<file path="src/design/tpsq_pkg.sv">
// Shared types and codes for the threshold prefix-sum query block.
`default_nettype none
package tpsq_pkg;

  localparam logic [1:0] MODE_CLEAR = 2'd0;
  localparam logic [1:0] MODE_LOAD  = 2'd1;
  localparam logic [1:0] MODE_QUERY = 2'd2;

  localparam int VALUE_W = 32;
  localparam int TOTAL_W = 42;
  localparam int STEPS_W = 11;

  typedef enum logic [1:0] {
    OP_CLEAR,
    OP_LOAD,
    OP_QUERY
  } op_t;

  typedef struct packed {
    op_t                op;
    logic [VALUE_W-1:0] value;
  } req_t;

  typedef enum logic [2:0] {
    BK_IDLE,
    BK_CMP,
    BK_SUM,
    BK_FIN
  } bk_state_t;

endpackage
`default_nettype wire

</file>
<file path="src/design/tpsq_queue.sv">
// Two-entry request queue between the front and the back.
`default_nettype none
module tpsq_queue (
  input  wire logic          clk,
  input  wire logic          rst_n,
  input  wire logic          push,
  input  wire tpsq_pkg::req_t push_req,
  output logic               full,
  input  wire logic          pop,
  output logic               empty,
  output tpsq_pkg::req_t     head
);
  import tpsq_pkg::*;

  req_t       entry_r [2];
  logic       wr_r;
  logic       rd_r;
  logic [1:0] cnt_r;
  logic [1:0] cnt_nxt;

  assign full    = (cnt_r == 2'd2);
  assign empty   = (cnt_r == 2'd0);
  assign head    = entry_r[rd_r];
  assign cnt_nxt = cnt_r + 2'(push) - 2'(pop);

  always_ff @(posedge clk) begin
    if (push) begin
      entry_r[wr_r] <= push_req;
    end
  end

  always_ff @(posedge clk) begin
    if (!rst_n) begin
      wr_r  <= 1'b0;
      rd_r  <= 1'b0;
      cnt_r <= 2'd0;
    end else begin
      if (push) begin
        wr_r <= ~wr_r;
      end
      if (pop) begin
        rd_r <= ~rd_r;
      end
      cnt_r <= cnt_nxt;
    end
  end
endmodule
`default_nettype wire

</file>
<file path="config.mk">
export PLATFORM = sky130hd
export DESIGN_NAME = tpsq_queue
export DESIGN_NICKNAME = d
export VERILOG_FILES = /design/src/design/tpsq_pkg.sv /design/src/design/tpsq_queue.sv
export SDC_FILE = /design/constraint.sdc
export NUM_CORES = 1
export LEC_CHECK = 0
export BUFFER_PORTS_ARGS = -buffer_cell sky130_fd_sc_hd__buf_2
export CAP_MARGIN = 0
export CORE_MARGIN = 8
export CORE_UTILIZATION = 45
export CTS_BUF_LIST = sky130_fd_sc_hd__clkbuf_8 sky130_fd_sc_hd__clkbuf_16
export DETAILED_ROUTE_END_ITERATION = 6
export MAX_ROUTING_LAYER = met4
export PLACE_DENSITY_LB_ADDON = 0.05
export REMOVE_ABC_BUFFERS = 1
export SETUP_SLACK_MARGIN = 0.05
export SLEW_MARGIN = 20
export SYNTH_ARGS = -nofsm -noshare
export SYNTH_HDL_FRONTEND = slang
export SYNTH_SLANG_ARGS = --single-unit
</file>
<file path="constraint.sdc">
create_clock -name clk -period 2.8 [get_ports clk]
set_input_delay 0.28 -clock clk [delete_from_list [all_inputs] [get_ports clk]]
set_output_delay 0.28 -clock clk [all_outputs]
set_load 0.05 [all_outputs]
</file>
==> impl_metrics.yaml, run 1 <==
status:
  status: "finished clean"
final_layout:
  synthToLayoutAreaGrowth_pct: 21.99
  fin_nets: 249
  mostFrequentLayoutCells: "buf_2, edfxtp_1, mux2_4"
  regArea_mm2: 0.002143
  nFillCells: 502
  layout_commonest_cell: "buf_2"
  multi_input_area_um2: 621.8
  drive_gt1_share_pct: 59.81
  diodes: 0
  final_cells: 291
clock_tree:
  cts_buffers: 9
  clk_pin_slew_ps: 70
  cts_buffer_depth: 2
  cts_hold_buf: 0
  htree_levels: 3
  clock_sinks: 73
  cts_tree: "yes"
  insertion_delay_ps: 330
  root_buffer: "clkbuf_8"
  cts_resized: 0
  cts_setup_buffers: 0
pwr:
  ir_drop_v: 0.0003594
  powerDensity_mw_per_mm2: 733.3
  power.leakage_nw: 1.384
run:
  max-cap-violations: 0
drt:
  drc: 0
  drt_wl_total_mm: 4.634
  first_pass_iters: 4
  vias: 1356
  ant_nets: 0
  avgViaCountPerCell: 4.660
  drt_iter0_markers: 40
  wl_per_cell_um: 15.92
sta:
  setup_viol: 0
  finalCriticalPeriod_ps: 2122
  finClkSkew_ps: 5.236
  period_share_pct: 75.77
  tightest_slew_ps: 827.8
  layout_setup_ws_ps: 678.4
  slew_violations: 0
  hold_violations: 0
  clock.fmax_mhz: 471.3
  setup_tns_ps: 0
  slew_headroom_pct: 44.81
  rsz0062_at_grt: "false"
critical_path:
  critPathCaptureType: "output pin"
  critPathKind: "flop to output pin"
  start_kind: "flop"
  arrival_ps: 1840
  cp_max_fo: 19
  worstPathRequired_ps: 2520
global_route:
  grt_max_degree: 35
  antenna_found_initial: 0
  grt_pass1_vias: 1534
  grt_use_total_pct: 11.41
  grt_pass1_wl_mm: 7.224
  grt-ovfl-total: 0
die:
  initial_core_util_pct: 45.67
  dieWidth_um: 95.36
  pin_count: 74
  fp-row-count: 29
  dieArea_mm2: 0.009094
  die_h_um: 95.36
  core_mm2: 0.006205
yosys:
  ys_seq_elements: 73
  synth_cells: 127
  yosys_warnings: 0
  avgSynthCellArea_um2: 22.31
  synth_cell_types: 14
  yosysSeqAreaShare_pct: 75.58
  synth_area_mm2: 0.002834
placement:
  io_buffers: 73
  dp_cells: 275
  gp_congestion: 0.6724
  post-place-ws_ps: 1006
hold_path:
  hold_class: "input port to flop"
## cells in the mapped netlist
library cell	instances	area, um2
dfxtp_1	5	100.1
mux2_2	4	45.04
and2_1	4	25.02
edfxtp_1	68	2042
buf_12	3	60.06
mux2_4	30	450.4
inv_1	2	7.510
nor2b_1	4	25.02
xor2_1	1	8.760
buf_6	1	11.26
nor2_1	1	3.750
ha_1	2	25.02
o21a_1	1	7.510
xnor3_1	1	22.52
## flip-flops by register name, indices dropped and copies added, names as in the netlist, named ones only
signal and flops:
entry_r 68, cnt_r 2, rd_r 1, wr_r 1
## stage by stage
step                      area, um2  util [%]  power (mW)  hold slack, ps
after detailed placement       3262     52.57       1.796           471.1
after global routing           3457     55.72       2.649           104.8
after CTS                      3457     55.72       2.576           108.6
after floorplan                2763         -       1.679           378.9
final                          3457     55.72       2.535           127.4
after global placement         3262     52.57       1.785           466.7
## cell families after synthesis
kind of cell | after synthesis | share of synthesized area, %
compound gates | 1 | 0.2650
xor+xnor | 2 | 1.104
fa+ha+maj | 2 | 0.8829
buf+inv | 6 | 2.782
flops | 73 | 75.59
mux | 34 | 17.48
simple gates | 9 | 1.898
## metal layers
| layer | vias up | GRT usage [%] | part of all wire (%) |
|---|---|---|---|
| met2 | 45 | 19.16 | 53 |
| met1 | 646 | 11.57 | 40 |
| met4 | 0 | 7.412 | 2.0 |
| li1 | 654 | - | - |
| met5 | - | - | 0 |
| met3 | 11 | 2.992 | 5.3 |
## where the power goes
part,switching [mW],internal [mW]
Combinational,0.307,0.165
Clock,0.364,0.409
Sequential,0.0303,1.26
## cell type report
class,instances,share of cell area (%)
clock buffers,9,3.583
clock inverters,7,2.063
inverters,2,0.2172
multi-input cells,48,17.99
flip-flops and latches,73,62.00
well taps,77,2.787
repair buffers,75,11.36
## critical path, stage by stage (launching register included)
cell     delay (ps)
dfxtp_2         680
buf_12          260
mux2_2          350
buf_2           210
## final timing paths
kind / start / to / slack (ps) / cells past startpoint
worst max-delay path: flop / head[1] / 680 / 3
worst min-delay path: push_req[20] / entry_r[1][20] / 130 / 1
worst max register to register: wr_r / entry_r[1][28] / 1310 / 1
worst min register to register: rd_r / flop / 580 / 2
Power figures use the tool's default switching activity.
==> run 2: changes to the inputs <==
==> constraint.sdc (replaced) <==
create_clock -name clk -period 1.9 [get_ports clk]
set_input_delay 0.19 -clock clk [delete_from_list [all_inputs] [get_ports clk]]
set_output_delay 0.19 -clock clk [all_outputs]
set_load 0.05 [all_outputs]
==> run 2 against run 1 <==
  * Critical path depth is the same
  * Power increased by 50%
  * Clock power increased by 55%
  * First-iteration DRC count fell by 40%
  * Largest cell class unchanged
  * Worst hold slack worse by 72 ps
  * Non-clock buffer count is 3 higher
==> impl_metrics.yaml, run 2 (same netlist as run 1, synthesis figures left out) <==
status:
  status: "finished clean"
drt:
  drt_wl_total_mm: 4.592
  wl_per_cell_um: 15.62
  ant_nets: 0
  first_pass_iters: 3
  avgViaCountPerCell: 4.711
  drt_iter0_markers: 24
  drc: 0
  vias: 1385
die:
  pin_count: 74
  dieWidth_um: 95.36
  die_h_um: 95.36
  core_mm2: 0.006205
  fp-row-count: 29
  initial_core_util_pct: 45.67
  dieArea_mm2: 0.009094
sta:
  setup_tns_ps: 0
  holdWs_ps: 54.86
  rsz0062_at_grt: "false"
  hold_violations: 0
  period_share_pct: 89.83
  clock.fmax_mhz: 585.9
  slew_violations: 0
  finalCriticalPeriod_ps: 1707
  tightest_slew_ps: 262.7
  setup_viol: 0
  finClkSkew_ps: 3.559
  slew_headroom_pct: 82.49
pwr:
  seqPwrFrac_pct: 49.5
  powerDensity_mw_per_mm2: 1092
  p_int_mw: 2.822
  ir_drop_v: 0.0006452
  p_sw_uw: 985.8
  p_comb_share_pct: 18.9
  total_power_mw: 3.808
  p_sw_share_pct: 25.89
  pwr-share-clk_pct: 31.6
  power.leakage_nw: 1.421
global_route:
  grt_pass1_vias: 1506
  grt-ovfl-total: 0
  antenna_found_initial: 0
  grt_pass1_wl_mm: 6.913
  grt_max_degree: 35
  grt_use_total_pct: 10.66
clock_tree:
  cts_resized: 0
  htree_levels: 3
  insertion_delay_ps: 320
  cts_buffer_depth: 2
  cts_buffers: 9
  cts_setup_buffers: 0
  root_buffer: "clkbuf_8"
  clk_pin_slew_ps: 70
  cts_hold_buf: 0
  cts_tree: "yes"
  clock_sinks: 73
final_layout:
  fin_util_pct: 56.20
  fin_nets: 252
  diodes: 0
  layout_commonest_cell: "buf_2"
  synthToLayoutAreaGrowth_pct: 23.05
  nFillCells: 495
  regMostFlops: "entry_r"
  drive_gt1_share_pct: 58.06
  largest_reg_flops: 68
  mostFrequentLayoutCells: "buf_2, edfxtp_1, mux2_4"
  largestRegisters: "entry_r (68), cnt_r (2)"
  fin_area_mm2: 0.003487
  multi_input_area_um2: 621.8
  regArea_mm2: 0.002143
critical_path:
  critPathKind: "flop to output pin"
  cp_max_fo: 34
  start_kind: "flop"
  rrSetupSlack_ps: 680
  r2r-start: "cnt_r[0]"
  worstPathRequired_ps: 1710
  r2r_cells: 6
  critPathCaptureType: "output pin"
  arrival_ps: 1520
  r2r_end: "cnt_r[1]"
placement:
  io_buffers: 73
  postPlaceCellArea_mm2: 0.003284
  gp_congestion: 0.6553
  hpwl_mm: 3.297
hold_path:
  hold_class: "input port to flop"
  hold_end: "entry_r[1][19]"
  hold_start: "push_req[19]"
  whs_path_depth: 1
run:
  max-cap-violations: 0
[run 2: cell types whose count changed in the layout (fill, tap and decap cells not counted), moves of 2 or more]
| cell | change |
|---|---|
| inv_1 | +3 |
| clkinv_2 | -2 |
| buf_4 | +3 |
| clkinv_1 | +2 |
| clkinvlp_4 | -3 |
[run 2: stage by stage]
step,worst slack (ps),cells
after global routing,132.7,294
final,193.2,294
after CTS,163.8,294
after floorplan,-394.1,123
after global placement,552.5,278
after detailed placement,536.8,278
[run 2: cell type report]
| class | instances | share of cell area (%) |
|---|---|---|
| inverters | 2 | 0.2153 |
| clock buffers | 9 | 3.552 |
| well taps | 77 | 2.763 |
| repair buffers | 78 | 11.91 |
| clock inverters | 7 | 2.260 |
| multi-input cells | 48 | 17.83 |
| flip-flops and latches | 73 | 61.46 |
[run 2: worst max-delay path by stage]
stage | start | to | slack, ps | cells after the start
2_1_floorplan | wr_r | entry_r[0][0] | -390 | 1
3_3_place_gp | flop | head[2] | 550 | 3
3_5_place_dp | flop | head[2] | 540 | 3
4_1_cts | flop | head[2] | 160 | 3
5_1_grt | flop | head[0] | 130 | 3
6_report | flop | head[2] | 190 | 3
[run 2: power groups by stage]
stage | clock [mW] | combinational, mW | sequential (mW)
2_1_floorplan | 0 | 0.531 | 1.94
3_3_place_gp | 0 | 0.718 | 1.91
3_5_place_dp | 0 | 0.729 | 1.92
4_1_cts | 1.24 | 0.731 | 1.89
5_1_grt | 1.31 | 0.757 | 1.89
6_report | 1.20 | 0.719 | 1.88
[run 2: layer usage]
layer	track usage, %	part of all wire [%]
met1	11.10	40
met2	17.55	53
met3	2.992	5.5
met4	6.632	1.2
met5	-	0
[run 2: critical path, cell delays in order, from the launching register on]
cell,delay [ps]
dfxtp_2,340
buf_12,260
mux2_2,370
buf_2,210
==> run 3: changes to the inputs <==
--- a/config.mk
+++ b/config.mk
@@ -11,7 +11,6 @@
 export CORE_UTILIZATION = 45
 export CTS_BUF_LIST = sky130_fd_sc_hd__clkbuf_8 sky130_fd_sc_hd__clkbuf_16
 export DETAILED_ROUTE_END_ITERATION = 6
-export MAX_ROUTING_LAYER = met4
 export PLACE_DENSITY_LB_ADDON = 0.05
 export REMOVE_ABC_BUFFERS = 1
 export SETUP_SLACK_MARGIN = 0.05
==> run 3 against run 2 <==
  * Core utilization is the same
  * Register-to-register slack about the same
  * Worst setup slack gained 1.0 ps
  * Design area stayed put
  * Flip-flop and latch count did not move
  * Cell count did not move
==> impl_metrics.yaml, run 3 (same netlist as run 1, synthesis figures left out) <==
drt:
  drc: 0
  drt_iter0_markers: 24
  met2_wirelength_mm: 2.422
  avgViaCountPerCell: 4.694
  top_layer: "met4"
  drt_wl_total_mm: 4.583
  wl_per_cell_um: 15.59
  first_pass_iters: 3
  wl_met1_mm: 1.771
  vias: 1380
  ant_nets: 0
  met3WireLength_um: 332
final_layout:
  largestRegisters: "entry_r (68), cnt_r (2)"
  regArea_mm2: 0.002143
  fin_nets: 252
  diodes: 0
  drive_gt1_share_pct: 58.06
  synthToLayoutAreaGrowth_pct: 23.05
  regMostFlops: "entry_r"
  nFillCells: 495
  largest_reg_flops: 68
  layout_commonest_cell: "buf_2"
  mostFrequentLayoutCells: "buf_2, edfxtp_1, mux2_4"
  fin_util_pct: 56.20
  multi_input_area_um2: 621.8
sta:
  period_share_pct: 89.78
  clock.fmax_mhz: 586.2
  hold_violations: 0
  tightest_slew_ps: 262.4
  setup_viol: 0
  finClkSkew_ps: 3.503
  rsz0062_at_grt: "false"
  finalCriticalPeriod_ps: 1706
  holdWs_ps: 55.14
  setup_tns_ps: 0
  slew_headroom_pct: 82.51
  slew_violations: 0
global_route:
  grt_pass1_vias: 1500
  antenna_found_initial: 0
  grt_use_total_pct: 10.33
  grt_max_degree: 35
  grt-ovfl-total: 0
  grt_pass1_wl_mm: 6.941
die:
  dieArea_mm2: 0.009094
  core_mm2: 0.006205
  initial_core_util_pct: 45.67
  fp-row-count: 29
  die_h_um: 95.36
  dieWidth_um: 95.36
  pin_count: 74
placement:
  gp_congestion: 0.6495
  io_buffers: 73
  hpwl_mm: 3.297
critical_path:
  r2r_cells: 6
  critPathKind: "flop to output pin"
  critPathCaptureType: "output pin"
  start_kind: "flop"
  arrival_ps: 1520
  cp_max_fo: 34
  worstPathRequired_ps: 1710
hold_path:
  whs_path_depth: 1
  hold_class: "input port to flop"
run:
  max-cap-violations: 0
clock_tree:
  root_buffer: "clkbuf_8"
  cts_hold_buf: 0
  cts_buffers: 9
  cts_tree: "yes"
  clock_sinks: 73
  cts_setup_buffers: 0
  cts_resized: 0
  cts_buffer_depth: 2
  htree_levels: 3
  clk_pin_slew_ps: 70
  insertion_delay_ps: 320
pwr:
  powerDensity_mw_per_mm2: 1092
  power.leakage_nw: 1.421
  ir_drop_v: 0.0006451
status:
  status: "finished clean"
## run 3: cell counts in the layout (fill, tap and decap cells not counted)
Identical to the previous run, type by type.
## run 3: area by class of cell
cell class                      count  share of cell area, %
Tap cell                           77                  2.763
Timing Repair Buffer               78                  11.91
Inverter                            2                 0.2153
Multi-Input combinational cell     48                  17.83
Clock inverter                      7                  2.260
Clock buffer                        9                  3.552
Sequential cell                    73                  61.46
## run 3: worst paths after layout
path | from | to | slack, ps
max reg2reg | cnt_r[0] | cnt_r[1] | 680
max | flop | head[2] | 190
min | push_req[19] | entry_r[1][19] | 60
min reg2reg | rd_r | flop | 600
## run 3: report_power, final
part	internal [mW]	switching [mW]
combinational	0.248	0.470
sequential	1.86	0.0278
clock	0.717	0.488
total	2.82	0.985
## run 3: metrics by stage
stage | total power [mW] | cells | setup slack, ps | area, um2
floorplan | 2.474 | 123 | -394.1 | 2763
global placement | 2.633 | 278 | 552.5 | 3284
detailed placement | 2.650 | 278 | 536.8 | 3284
CTS | 3.857 | 294 | 163.8 | 3487
global route | 3.955 | 294 | 132.7 | 3487
finish | 3.807 | 294 | 194.2 | 3487
## run 3: metal layers
metal	up-vias	global-route usage, %
li1	655	-
met1	675	10.41
met2	44	17.66
met3	6	3.858
met4	0	6.632
met5	-	0
## run 3: critical path, stage by stage, from the launching register on
cell and delay (ps):
dfxtp_2 340, buf_12 260, mux2_2 370, buf_2 210
